==> src/hw/rtl/gsfp_pkg.sv <==
// ----------------------------------------------------------------------------
// gsfp_pkg: shared types and constants of the Sync / follow-up pairing unit
// Commands, result kinds, pairing states, sequencer states and beat layouts.
// ----------------------------------------------------------------------------
package gsfp_pkg;

    typedef enum logic [1:0] {
        CMD_SYNC    = 2'd0,
        CMD_FUP     = 2'd1,
        CMD_TIMEOUT = 2'd2,
        CMD_NONE    = 2'd3
    } t_cmd;

    localparam logic [1:0] KIND_PAIR    = 2'd0;
    localparam logic [1:0] KIND_ALIVE   = 2'd1;
    localparam logic [1:0] KIND_TIMEOUT = 2'd2;

    localparam logic [1:0] REG_JUMP    = 2'd0;
    localparam logic [1:0] REG_TIMEOUT = 2'd1;
    localparam logic [1:0] REG_START   = 2'd2;

    typedef enum logic [1:0] {
        PS_EMPTY = 2'd0,
        PS_SYNC  = 2'd1,
        PS_FUP   = 2'd2
    } t_pair;

    typedef enum logic [3:0] {
        S_IDLE,
        S_ORIG,
        S_MAST,
        S_FLAGS,
        S_DIVINIT,
        S_DIV,
        S_DIVFIN,
        S_OUT
    } t_state;

    localparam logic [63:0] NS_PER_SEC = 64'd1000000000;

    // input beat
    typedef struct packed {
        t_cmd        command;
        logic [15:0] seq_num;
        logic [63:0] corr_scaled;
        logic [63:0] rx_hw_ns;
        logic [62:0] mono_time_ns;
        logic [47:0] origin_seconds;
        logic [29:0] origin_nanoseconds;
        logic [15:0] src_port;
        logic [63:0] clk_ident;
    } t_msg;

    // result beat
    typedef struct packed {
        logic [1:0]  result_kind;
        logic [63:0] master_time;
        logic [63:0] phase_offset;
        logic [62:0] sync_mono;
        logic [62:0] sync_rx_ns;
        logic [62:0] origin_total_ns;
        logic        jump_past;
        logic        jump_future;
        logic [15:0] paired_sequence;
        logic [15:0] master_port;
        logic [63:0] master_clock;
        logic [31:0] rate_ratio;
    } t_res;

endpackage

==> src/hw/rtl/gsfp_if.sv <==
// ----------------------------------------------------------------------------
// gsfp_if: valid/ready channel with a payload
// A beat moves when valid and ready are both high at a rising edge.
// ----------------------------------------------------------------------------
interface gsfp_if #(
    parameter type T = logic
);
    logic valid;
    logic ready;
    T     data;

    modport source (output valid, output data, input ready);
    modport sink   (input valid, input data, output ready);
endinterface

==> src/hw/rtl/gptp_sync_followup_pairing_unit.sv <==
// ----------------------------------------------------------------------------
// gptp_sync_followup_pairing_unit: two-step Sync / follow-up pairing
// A Sync is taken with no result; a timeout check result is valid in the cycle
// after acceptance; a matched follow-up steps through S_ORIG, S_MAST and S_FLAGS,
// then S_DIVINIT, S_DIV, S_DIVFIN if the serial divider updates the ratio, and S_OUT.
// Throughput: one item at a time; the next beat is taken after the result
// leaves. Synchronous active-low reset empties the pairing, clears history,
// sets the ratio to one.
// ----------------------------------------------------------------------------
module gptp_sync_followup_pairing_unit #(
    parameter int RATIO_FRAC_BITS = 30
) (
    input  logic        i_clk,
    input  logic        i_rst_n,
    input  logic        i_cfg_we,
    input  logic [1:0]  i_cfg_index,
    input  logic [62:0] i_cfg_data,
    gsfp_if.sink        i_in,
    gsfp_if.source      o_out
);
    import gsfp_pkg::*;

    localparam int QW = 64 + RATIO_FRAC_BITS;
    localparam int CW = $clog2(QW + 1);
    localparam logic [QW-1:0] RMAX = QW'(64'hFFFF_FFFF);
    localparam logic [QW-1:0] ONE_W = QW'(1) << RATIO_FRAC_BITS;
    localparam logic [31:0] ONE_R = (ONE_W > RMAX) ? 32'hFFFF_FFFF
                                                    : ONE_W[31:0];

    // configuration
    logic [62:0] r_jump_thr, r_tout, r_start;
    always_ff @(posedge i_clk) begin
        if (!i_rst_n) begin
            r_jump_thr <= '0; r_tout <= '0; r_start <= '0;
        end else if (i_cfg_we) begin
            unique case (i_cfg_index)
                REG_JUMP:    r_jump_thr <= i_cfg_data;
                REG_TIMEOUT: r_tout     <= i_cfg_data;
                REG_START:   r_start    <= i_cfg_data;
                default: ;
            endcase
        end
    end

    // input payload fields
    logic [1:0]  in_cmd;
    logic [15:0] in_seq, in_port;
    logic [63:0] in_corr, in_rx, in_clock;
    logic [62:0] in_mono;
    logic [47:0] in_osec;
    logic [29:0] in_onsec;
    assign in_cmd   = i_in.data.command;
    assign in_seq   = i_in.data.seq_num;
    assign in_corr  = i_in.data.corr_scaled;
    assign in_rx    = i_in.data.rx_hw_ns;
    assign in_mono  = i_in.data.mono_time_ns;
    assign in_osec  = i_in.data.origin_seconds;
    assign in_onsec = i_in.data.origin_nanoseconds;
    assign in_port  = i_in.data.src_port;
    assign in_clock = i_in.data.clk_ident;

    t_state r_state, n_state;
    t_pair  r_pair;
    logic [15:0] r_h_seq, r_h_port;
    logic [63:0] r_h_corr, r_h_rx, r_h_clock;
    logic [62:0] r_h_mono, r_last_mono;
    logic [63:0] r_prev_master, r_prev_rx, r_prev_orig;
    logic        r_have_prev;
    logic [31:0] r_ratio;

    // working registers of the current follow-up
    logic [15:0] r_f_seq;
    logic [63:0] r_f_corr;
    logic [62:0] r_f_mono;
    logic [47:0] r_osec;
    logic [63:0] r_acc, r_master, r_orig;
    logic [1:0]  r_mstep;
    logic        r_jp, r_jf;
    logic [QW-1:0] r_q;
    logic [64:0]   r_rem;
    logic [63:0]   r_dvs;
    logic [CW-1:0] r_cnt;

    // result register
    logic        r_ov;
    logic [1:0]  r_kind;

    logic accept;
    assign accept = i_in.valid && i_in.ready;

    // shared 64-bit adder: one sum per cycle under the sequencer
    logic [63:0] add_a, add_b, add_s;
    logic [31:0] pp_a;
    logic [63:0] pp;
    always_comb begin
        pp_a  = 32'd0;
        add_a = 64'd0;
        add_b = 64'd0;
        unique case (r_state)
            S_ORIG: begin
                // seconds * 1e9 in 16-bit slices of the seconds
                unique case (r_mstep)
                    2'd0:    pp_a = {16'd0, r_osec[15:0]};
                    2'd1:    pp_a = {16'd0, r_osec[31:16]};
                    default: pp_a = {16'd0, r_osec[47:32]};
                endcase
                add_a = r_acc;
            end
            S_MAST: begin
                add_a = r_acc;
                add_b = {{16{r_h_corr[63]}}, r_h_corr[63:16]};
            end
            default: ;
        endcase
        pp = 64'(pp_a) * NS_PER_SEC;
        if (r_state == S_ORIG)
            add_b = pp << (6'(r_mstep) * 6'd16);
        add_s = add_a + add_b;
    end

    function automatic logic s_lt(input logic [63:0] a, input logic [63:0] b);
        s_lt = $signed(a) < $signed(b);
    endfunction

    // ratio is refreshed only when both intervals are positive
    logic upd_now;
    assign upd_now = r_have_prev && s_lt(r_prev_rx, r_h_rx) && s_lt(r_prev_orig, r_master);

    // divide step
    logic [64:0] rem_sh;
    logic        dbit;
    always_comb begin
        rem_sh = {r_rem[63:0], r_q[QW-1]};
        dbit   = rem_sh >= {1'b0, r_dvs};
    end

    logic in_ready;
    assign in_ready = (r_state == S_IDLE) && !r_ov;
    assign i_in.ready = in_ready;

    // next state
    always_comb begin
        n_state = r_state;
        unique case (r_state)
            S_IDLE:
                if (accept && in_cmd == CMD_FUP && r_pair == PS_SYNC && r_h_seq == in_seq)
                    n_state = S_ORIG;
            S_ORIG:    if (r_mstep == 2'd2) n_state = S_MAST;
            S_MAST:    if (r_mstep == 2'd1) n_state = S_FLAGS;
            S_FLAGS:   n_state = upd_now ? S_DIVINIT : S_OUT;
            S_DIVINIT: n_state = S_DIV;
            S_DIV:     if (r_cnt == CW'(1)) n_state = S_DIVFIN;
            S_DIVFIN:  n_state = S_OUT;
            S_OUT:     n_state = S_IDLE;
            default:   n_state = S_IDLE;
        endcase
    end

    always_ff @(posedge i_clk) begin
        if (!i_rst_n) r_state <= S_IDLE;
        else          r_state <= n_state;
    end

    // datapath and history
    logic [62:0] ref_mono;
    assign ref_mono = r_have_prev ? r_last_mono : r_start;
    logic [63:0] mdiff;
    assign mdiff = r_master - r_prev_master;

    always_ff @(posedge i_clk) begin
        if (!i_rst_n) begin
            r_pair <= PS_EMPTY; r_last_mono <= '0; r_prev_master <= '0;
            r_have_prev <= 1'b0; r_prev_rx <= '0; r_prev_orig <= '0;
            r_ratio <= ONE_R; r_ov <= 1'b0; r_kind <= KIND_PAIR;
        end else begin
            if (o_out.valid && o_out.ready) r_ov <= 1'b0;
            unique case (r_state)
                S_IDLE: if (accept) begin
                    unique case (in_cmd)
                        CMD_SYNC: begin
                            r_h_seq <= in_seq; r_h_corr <= in_corr; r_h_rx <= in_rx;
                            r_h_mono <= in_mono; r_h_port <= in_port;
                            r_h_clock <= in_clock; r_pair <= PS_SYNC;
                        end
                        CMD_TIMEOUT: begin
                            r_ov <= 1'b1;
                            r_kind <= (r_tout != '0 && in_mono > ref_mono &&
                                       (in_mono - ref_mono) > r_tout)
                                      ? KIND_TIMEOUT : KIND_ALIVE;
                        end
                        CMD_FUP: begin
                            if (r_pair == PS_SYNC && r_h_seq == in_seq) begin
                                r_f_seq <= in_seq; r_f_corr <= in_corr;
                                r_f_mono <= in_mono; r_osec <= in_osec;
                                r_acc <= {34'd0, in_onsec}; r_mstep <= 2'd0;
                            end else begin
                                r_pair <= PS_FUP;
                            end
                        end
                        default: ;
                    endcase
                end
                S_ORIG: begin
                    r_acc <= add_s;
                    r_mstep <= (r_mstep == 2'd2) ? 2'd0 : r_mstep + 2'd1;
                    if (r_mstep == 2'd2) r_orig <= add_s;
                end
                S_MAST: begin
                    // second pass adds the follow-up correction
                    if (r_mstep == 2'd0) begin
                        r_acc <= add_s;
                        r_h_corr <= r_f_corr;
                        r_mstep <= 2'd1;
                    end else begin
                        r_master <= add_s;
                        r_mstep <= 2'd0;
                    end
                end
                S_FLAGS: begin
                    r_jp <= r_have_prev && s_lt(r_master, r_prev_master);
                    r_jf <= r_have_prev && !s_lt(r_master, r_prev_master) &&
                            r_jump_thr != '0 && mdiff > {1'b0, r_jump_thr};
                    r_q   <= {r_h_rx - r_prev_rx, {RATIO_FRAC_BITS{1'b0}}};
                    r_dvs <= r_master - r_prev_orig;
                end
                S_DIVINIT: begin
                    r_rem <= '0;
                    r_cnt <= CW'(QW);
                end
                S_DIV: begin
                    r_rem <= dbit ? rem_sh - {1'b0, r_dvs} : rem_sh;
                    r_q   <= {r_q[QW-2:0], dbit};
                    r_cnt <= r_cnt - CW'(1);
                end
                S_DIVFIN: r_ratio <= (r_q > RMAX) ? 32'hFFFF_FFFF : r_q[31:0];
                S_OUT: begin
                    r_prev_rx <= r_h_rx; r_prev_orig <= r_master;
                    r_prev_master <= r_master; r_have_prev <= 1'b1;
                    r_pair <= PS_EMPTY; r_last_mono <= r_f_mono;
                    r_ov <= 1'b1; r_kind <= KIND_PAIR;
                end
                default: ;
            endcase
        end
    end

    // output beat
    logic pair_k;
    assign pair_k = (r_kind == KIND_PAIR);
    assign o_out.valid = r_ov;
    always_comb begin
        o_out.data.result_kind     = r_kind;
        o_out.data.master_time     = pair_k ? r_prev_master : 64'd0;
        o_out.data.phase_offset    = pair_k ? r_h_rx - r_prev_master : 64'd0;
        o_out.data.sync_mono       = pair_k ? r_h_mono : 63'd0;
        o_out.data.sync_rx_ns      = (pair_k && !r_h_rx[63]) ? r_h_rx[62:0] : 63'd0;
        o_out.data.origin_total_ns = (pair_k && !r_orig[63]) ? r_orig[62:0] : 63'd0;
        o_out.data.jump_past       = pair_k && r_jp;
        o_out.data.jump_future     = pair_k && r_jf;
        o_out.data.paired_sequence = pair_k ? r_f_seq : 16'd0;
        o_out.data.master_port     = pair_k ? r_h_port : 16'd0;
        o_out.data.master_clock    = pair_k ? r_h_clock : 64'd0;
        o_out.data.rate_ratio      = pair_k ? r_ratio : 32'd0;
    end

endmodule

==> src/flat_wrapper.sv <==
// flat-port wrapper written by rule: the top's interface ports become plain ports
module gptp_sync_followup_pairing_unit_flat import gsfp_pkg::*;
#(
    parameter int RATIO_FRAC_BITS = 30
)
  (i_clk, i_rst_n, i_cfg_we, i_cfg_index, i_cfg_data, i_in_valid, i_in_data, i_in_ready, o_out_valid, o_out_data, o_out_ready);
  gsfp_if #(.T(t_msg)) i_in_i ();
  gsfp_if #(.T(t_res)) o_out_i ();
  input  logic i_clk;
  input  logic i_rst_n;
  input  logic i_cfg_we;
  input  logic [1:0] i_cfg_index;
  input  logic [62:0] i_cfg_data;
  input wire logic [$bits(i_in_i.valid)-1:0] i_in_valid;
  input wire logic [$bits(i_in_i.data)-1:0] i_in_data;
  output wire logic [$bits(i_in_i.ready)-1:0] i_in_ready;
  output wire logic [$bits(o_out_i.valid)-1:0] o_out_valid;
  output wire logic [$bits(o_out_i.data)-1:0] o_out_data;
  input wire logic [$bits(o_out_i.ready)-1:0] o_out_ready;
  assign i_in_i.valid = i_in_valid;
  assign i_in_i.data = i_in_data;
  assign i_in_ready = i_in_i.ready;
  assign o_out_valid = o_out_i.valid;
  assign o_out_data = o_out_i.data;
  assign o_out_i.ready = o_out_ready;
  gptp_sync_followup_pairing_unit #(.RATIO_FRAC_BITS(RATIO_FRAC_BITS)) u_core (.i_clk(i_clk), .i_rst_n(i_rst_n), .i_cfg_we(i_cfg_we), .i_cfg_index(i_cfg_index), .i_cfg_data(i_cfg_data), .i_in(i_in_i), .o_out(o_out_i));
endmodule
==> config.mk <==
export PLATFORM = sky130hd
export DESIGN_NAME = gptp_sync_followup_pairing_unit_flat
export DESIGN_NICKNAME = d
export VERILOG_FILES = /design/src/hw/rtl/gsfp_pkg.sv /design/src/hw/rtl/gsfp_if.sv /design/src/hw/rtl/gptp_sync_followup_pairing_unit.sv /design/src/flat_wrapper.sv
export SDC_FILE = /design/constraint.sdc
export NUM_CORES = 2
export LEC_CHECK = 0
export ABC_AREA = 0
export BUFFER_PORTS_ARGS = -buffer_cell sky130_fd_sc_hd__buf_2
export CORE_MARGIN = 2
export CORE_UTILIZATION = 55
export DETAILED_ROUTE_END_ITERATION = 8
export PLACE_DENSITY = 0.78
export SETUP_SLACK_MARGIN = 0.1
export SLEW_MARGIN = 10
export SYNTH_ARGS = -nofsm -noshare
export SYNTH_HDL_FRONTEND = slang
export SYNTH_SLANG_ARGS = --single-unit
==> constraint.sdc <==
create_clock -name i_clk -period 21.8 [get_ports i_clk]
set_clock_uncertainty 0.05 [all_clocks]
set_input_delay 4.36 -clock i_clk [delete_from_list [all_inputs] [get_ports i_clk]]
set_output_delay 4.36 -clock i_clk [all_outputs]
set_load 0.01 [all_outputs]
After elaboration in Yosys (flattened, before gate mapping)
Index checks and enable logic that the tools add are counted.
{"block": "word_totals", "out_inout_bits": 451, "reg_bits": 1325}
{"block": "op_classes", "addsub": 8, "n_reduce_logical": 52, "multipliers": 1, "shift": 1, "muxes": 53, "bitwise_logic": 1, "n_eq_ne": 28, "magnitude_cmp": 8}
{"operator": "64-bit 2-to-1 mux", "n": 14}
{"operator": "64-bit case mux with 2 select lines", "n": 2}
{"operator": "64-bit subtractor", "n": 4}
{"operator": "63-bit 2-to-1 mux", "n": 4}
{"operator": "64-bit < comparator", "n": 3}
{"operator": "64-bit case mux with 3 select lines", "n": 1}
{"operator": "94-bit case mux with 2 select lines", "n": 1}
{"operator": "63-bit > comparator", "n": 2}
{"operator": "63-bit nonzero test", "n": 2}
{"operator": "32-bit 2-to-1 mux", "n": 3}
{"operator": "94-bit by 32-bit > comparator with 1-bit output (second input constant)", "n": 1}
{"operator": "65-bit by 64-bit greater-or-equal comparator with 1-bit output", "n": 1}
{"operator": "64-bit adder", "n": 1}
{"operator": "64-bit by 63-bit > comparator with 1-bit output", "n": 1}
{"operator": "62-bit by 6-bit << shifter with 64-bit output", "n": 1}
{"operator": "63-bit subtractor", "n": 1}
{"operator": "32-bit by 21-bit multiplier with 53-bit output (second input constant)", "n": 1}
{"operator": "16-bit 2-to-1 mux", "n": 2}
{"operator": "16-bit case mux with 2 select lines", "n": 1}
{"operator": "4-bit case mux with 7 select lines", "n": 1}
{"operator": "2-bit 2-to-1 mux", "n": 10}
{"operator": "1-bit logical AND", "n": 19}
{"operator": "16-bit == test", "n": 1}
{"operator": "4-bit by 3-bit == test with 1-bit output (second input constant)", "n": 4}
{"operator": "28 further kinds", "n": 71}

Longest topological paths before layout
{"block": "logic_depth", "word_depth": 9, "ltp_mapped": 46, "ltp_nobuf": 41}

Least setup slack after synthesis
No wires, ideal clock.
{"block": "synth_path", "path_kind": "input to register", "from": "input port i_in_valid", "to": "register u_core.r_h_clock[0], enable pin", "stages": 4, "t_arrival_ns": 19.782, "setup_slack_ns": 0.885, "required_time_ns": 20.667, "cell_sequence": "and2_1 clkbuf_1 nand2_1 nor3_1"}
{"block": "synth_via", "elab_chain_cells": 2}
{"element": "start, declared", "line": "flat_wrapper.sv:14", "source": "input wire logic [$bits(i_in_i.valid)-1:0] i_in_valid;"}
{"element": "1-bit logical AND", "line": "gptp_sync_followup_pairing_unit.sv:89", "source": "assign accept = i_in.valid && i_in.ready;"}
{"element": "4-bit AND reduction (no line)"}
{"element": "end signal, assigned", "line": "gptp_sync_followup_pairing_unit.sv:183", "source": "r_h_clock <= in_clock; r_pair <= PS_SYNC;"}
{"element": "end, declared", "line": "gptp_sync_followup_pairing_unit.sv:65", "source": "logic [63:0] r_h_corr, r_h_rx, r_h_clock;"}
Every way passes these cells.
A chain may end at the register's enable or synchronous reset.

Worst setup path in the final report
{"block": "layout_path", "from": "register u_core.r_state[0]", "to": "register u_core.r_acc[63] (data pin)"}
{"block": "layout_via", "elab_chain_cells": 8, "elab_cells_between_ends": 13, "classes_between": "1 x add/sub; 1 x mul; 2 x eq/ne; 1 x shift; 6 x mux; 2 x reduce/logical"}
{"element": "start, declared", "line": "gptp_sync_followup_pairing_unit.sv:62", "source": "t_state r_state, n_state;"}
{"element": "start signal, assigned", "line": "gptp_sync_followup_pairing_unit.sv:161", "source": "else r_state <= n_state;"}
{"element": "4-bit by 1-bit == test with 1-bit output", "line": "gptp_sync_followup_pairing_unit.sv:99, gptp_sync_followup_pairing_unit.sv:116"}
{"element": "32-bit 2-to-1 mux", "line": "gptp_sync_followup_pairing_unit.sv:99", "source": "unique case (r_state)"}
{"element": "32-bit by 21-bit multiplier with 53-bit output", "line": "gptp_sync_followup_pairing_unit.sv:115", "source": "pp = 64'(pp_a) * NS_PER_SEC;"}
{"element": "62-bit by 6-bit << shifter with 64-bit output", "line": "gptp_sync_followup_pairing_unit.sv:117", "source": "add_b = pp << (6'(r_mstep) * 6'd16);"}
{"element": "64-bit 2-to-1 mux", "line": "gptp_sync_followup_pairing_unit.sv:116", "source": "if (r_state == S_ORIG)"}
{"element": "64-bit adder (*)", "line": "gptp_sync_followup_pairing_unit.sv:118", "source": "add_s = add_a + add_b;"}
{"element": "named net u_core.add_s[63]", "line": "gptp_sync_followup_pairing_unit.sv:92", "source": "logic [63:0] add_a, add_b, add_s;"}
{"element": "64-bit 2-to-1 mux", "line": "gptp_sync_followup_pairing_unit.sv:210", "source": "if (r_mstep == 2'd0) begin"}
{"element": "64-bit case mux with 3 select lines (*)", "line": "gptp_sync_followup_pairing_unit.sv:177", "source": "unique case (r_state)"}
{"element": "end signal, assigned", "line": "gptp_sync_followup_pairing_unit.sv:204", "source": "r_acc <= add_s;"}
{"element": "end signal, assigned", "line": "gptp_sync_followup_pairing_unit.sv:211", "source": "r_acc <= add_s;"}
{"element": "end, declared", "line": "gptp_sync_followup_pairing_unit.sv:76", "source": "logic [63:0] r_acc, r_master, r_orig;"}
The timed path passes the listed nets; every way through them passes the cells marked *. The select of a mux whose other input is x is not followed.

==> results.json <==
{
  "ys_seq_area_frac": 0.403,
  "drc": 0,
  "hold_class": "reg2reg",
  "post_cts_buffers": 0,
  "path_class": "reg2reg",
  "rsz0062_at_grt": "no",
  "multi_input_area_um2": 46600,
  "synth_area_leaders": "edfxtp_1 30%, ha_1 12%, dfxtp_1 9.8%",
  "seq_area_um2": 34600,
  "cts_buffer_depth": 3,
  "post_dp_cell_area_um2": 91600,
  "start_util": 0.555,
  "grt_pass1_wl_um": 418000,
  "antenna_found_initial": 37,
  "io_buffers": 871,
  "end_kind": "flop",
  "wire_per_inst_um": 23.6,
  "synth-main-ff-cell": "edfxtp_1",
  "finalCriticalPeriod_ns": 12.89,
  "holdWs_ns": 0.414,
  "worst_pin_slew_ns": 1.23,
  "crit_family": "compound AO/OA/AOI/OAI gates",
  "tns_ns": 0,
  "cp-start-kind": "flop",
  "synth_cell_types": 88,
  "critPathBufInv": 1,
  "rows": 144,
  "ys_warn_count": 0,
  "holdPathStages": 2,
  "cap_violations": 0,
  "worstHoldEndpoint": "u_core.r_start[34]$_SDFFE_PN0P_",
  "cts_buffers": 144,
  "wirelength_um": 285000,
  "synth_top_area_cell": "edfxtp_1",
  "hold_violations": 0,
  "arrival_ns": 13.37,
  "routabilityCongestion": 1.02,
  "cts_hold_buf": 0,
  "tritoncts": "built",
  "clk_pin_slew_ns": 0.06,
  "place_ws_ns": 9.10,
  "grt_pass1_vias": 68900,
  "fin_util": 0.625,
  "syn_area_um2": 85800,
  "synth.most_common_cell": "nand2_1",
  "grt_max_degree": 113,
  "finalPower_mw": 5.68,
  "r2r_slack_ns": 8.91,
  "power_density_nw_per_um2": 58.8,
  "post_route_cells_drive_above_1_share": 0.127,
  "synth_common_cells": "1292 x nand2_1, 871 x edfxtp_1, 828 x ha_1",
  "num-fill-cells": 12900,
  "die_h_um": 399,
  "place_inst": 11800,
  "finalNonFillerCells": 12000,
  "synth-seq-cells": 1292,
  "syn_nets": 10600,
  "drt_iter0_drc": 6845,
  "dr_total_vias": 71900,
  "fin_area_um2": 96600,
  "drtPass1Iterations": 8,
  "core_area_um2": 155000,
  "area_growth_syn_to_layout_pct": 12.6,
  "dp_hpwl_um": 223000,
  "yosysTopAreaCellShare": 0.305,
  "fmax_ghz": 0.0776,
  "vdd_drop_max_v": 0.0000886,
  "nNetsFinal": 11300,
  "max-slew-margin-rel": 0.179,
  "period_share": 0.591,
  "reg2reg_to": "u_core.r_acc[63]$_SDFFCE_PP0P_",
  "cp_slowest_cell": "or3b_2",
  "die_x_um": 399,
  "regToRegStartpoint": "u_core.r_state[0]$_SDFFE_PN0P_",
  "synthCells": 9223,
  "cp.required_ns": 22.28,
  "crit_fanout": 20,
  "worst_slack_ns": 8.91,
  "status": "finished, final reports clean",
  "clk_latency_ns": 0.80,
  "crit_path_frequent_cell": "fa_1",
  "slew_viol_final": 0,
  "viasPerCell": 5.97,
  "synthArstFlopShare": 0,
  "grt_overflow": 0,
  "htreeDepth": 4,
  "synth_edf_count": 871,
  "worst_r2r_path_depth": 32,
  "finalSetupViolCount": 0,
  "ios": 888,
  "cts_root_buffer": "clkbuf_16",
  "hp-start": "u_core.r_start[34]$_SDFFE_PN0P_",
  "die_area_um2": 159000,
  "cp_slowest_stage_delay_ns": 0.76,
  "power.leakage_nw": 40.1,
  "postSynthAreaPerCell_um2": 9.30,
  "cts_sinks": 1292,
  "grt.total_usage": 0.346,
  "ctsResizeCount": 0,
  "ant_nets": 0
}
## power by group
part / leakage (nW) / switching, mW / internal, mW
logic: 26.8 / 0.280 / 0.186
clock network: 2.41 / 1.06 / 1.52
registers: 10.9 / 0.0193 / 2.62
total: 40.1 / 1.36 / 4.33
## metal layers
layer / part of all wire / global-route usage
met5: 0.00027 / 0
met4: 0.059 / 0.186
met3: 0.080 / 0.0579
met2: 0.46 / 0.556
met1: 0.40 / 0.448
## tightest hold or removal path, cell delays in order, from the launching register on
cell and delay (ns):
dfxtp_1 0.31, nand2_1 0.04, a21boi_0 0.06
## kinds of logic after synthesis
kind of cell               after synthesis  synth area share
buffers and inverters                 1256            0.0552
muxes                                  147            0.0179
xor gates and xnor gates               407            0.0415
DFF                                   1292             0.403
and+or+nand+nor                       2917             0.158
adders and majority gates              965             0.153
AOI/OAI and AO/OA                     2239             0.171
## state kept, by name, indices dropped and copies added, names as in the netlist, 64 cells and up
| signal | count |
|---|---|
| u_core.r_acc | 64 |
| u_core.r_dvs | 64 |
| u_core.r_h_clock | 64 |
| u_core.r_h_rx | 64 |
| u_core.r_master | 64 |
| u_core.r_orig | 64 |
| u_core.r_prev_master | 64 |
| u_core.r_prev_rx | 64 |
| u_core.r_q | 94 |
| u_core.r_rem | 64 |
## layout by cell type (no fill, tap or decap), types with 161 or more instances in the layout
cell type	count
xor2_1	161
edfxtp_1	871
xnor2_1	246
a21o_1	300
nor2_1	486
a21boi_0	396
inv_1	812
buf_2	870
and2_1	391
nand2_1	1292
o21ai_0	355
ha_1	828
a21oi_1	606
dfxtp_1	420
## final cells by class
| cell class | instances | area share |
|---|---|---|
| Sequential cell | 1292 | 0.358 |
| Inverter | 815 | 0.0317 |
| Tap cell | 2044 | 0.0265 |
| Antenna cell | 21 | 0.000544 |
| Clock buffer | 182 | 0.0410 |
| Timing Repair Buffer | 926 | 0.0495 |
| Multi-Input combinational cell | 6675 | 0.482 |
| Clock inverter | 83 | 0.0106 |
## worst max path at each step
stage                                         startpoint                              to  slack [ns]  depth (start not counted)
after floorplan                               i_in_valid   u_core.r_h_clock[0]$_DFFE_PP_        0.89                          4
after global placement    u_core.r_state[0]$_SDFFE_PN0P_  u_core.r_acc[63]$_SDFFCE_PP0P_        9.16                         33
after detailed placement  u_core.r_state[0]$_SDFFE_PN0P_  u_core.r_acc[63]$_SDFFCE_PP0P_        9.10                         33
after CTS                 u_core.r_state[0]$_SDFFE_PN0P_  u_core.r_acc[63]$_SDFFCE_PP0P_        9.05                         33
after global routing      u_core.r_state[0]$_SDFFE_PN0P_  u_core.r_acc[63]$_SDFFCE_PP0P_        8.58                         32
final                     u_core.r_state[0]$_SDFFE_PN0P_  u_core.r_acc[63]$_SDFFCE_PP0P_        8.91                         32
Note: power is estimated with default switching activity, not from simulation.
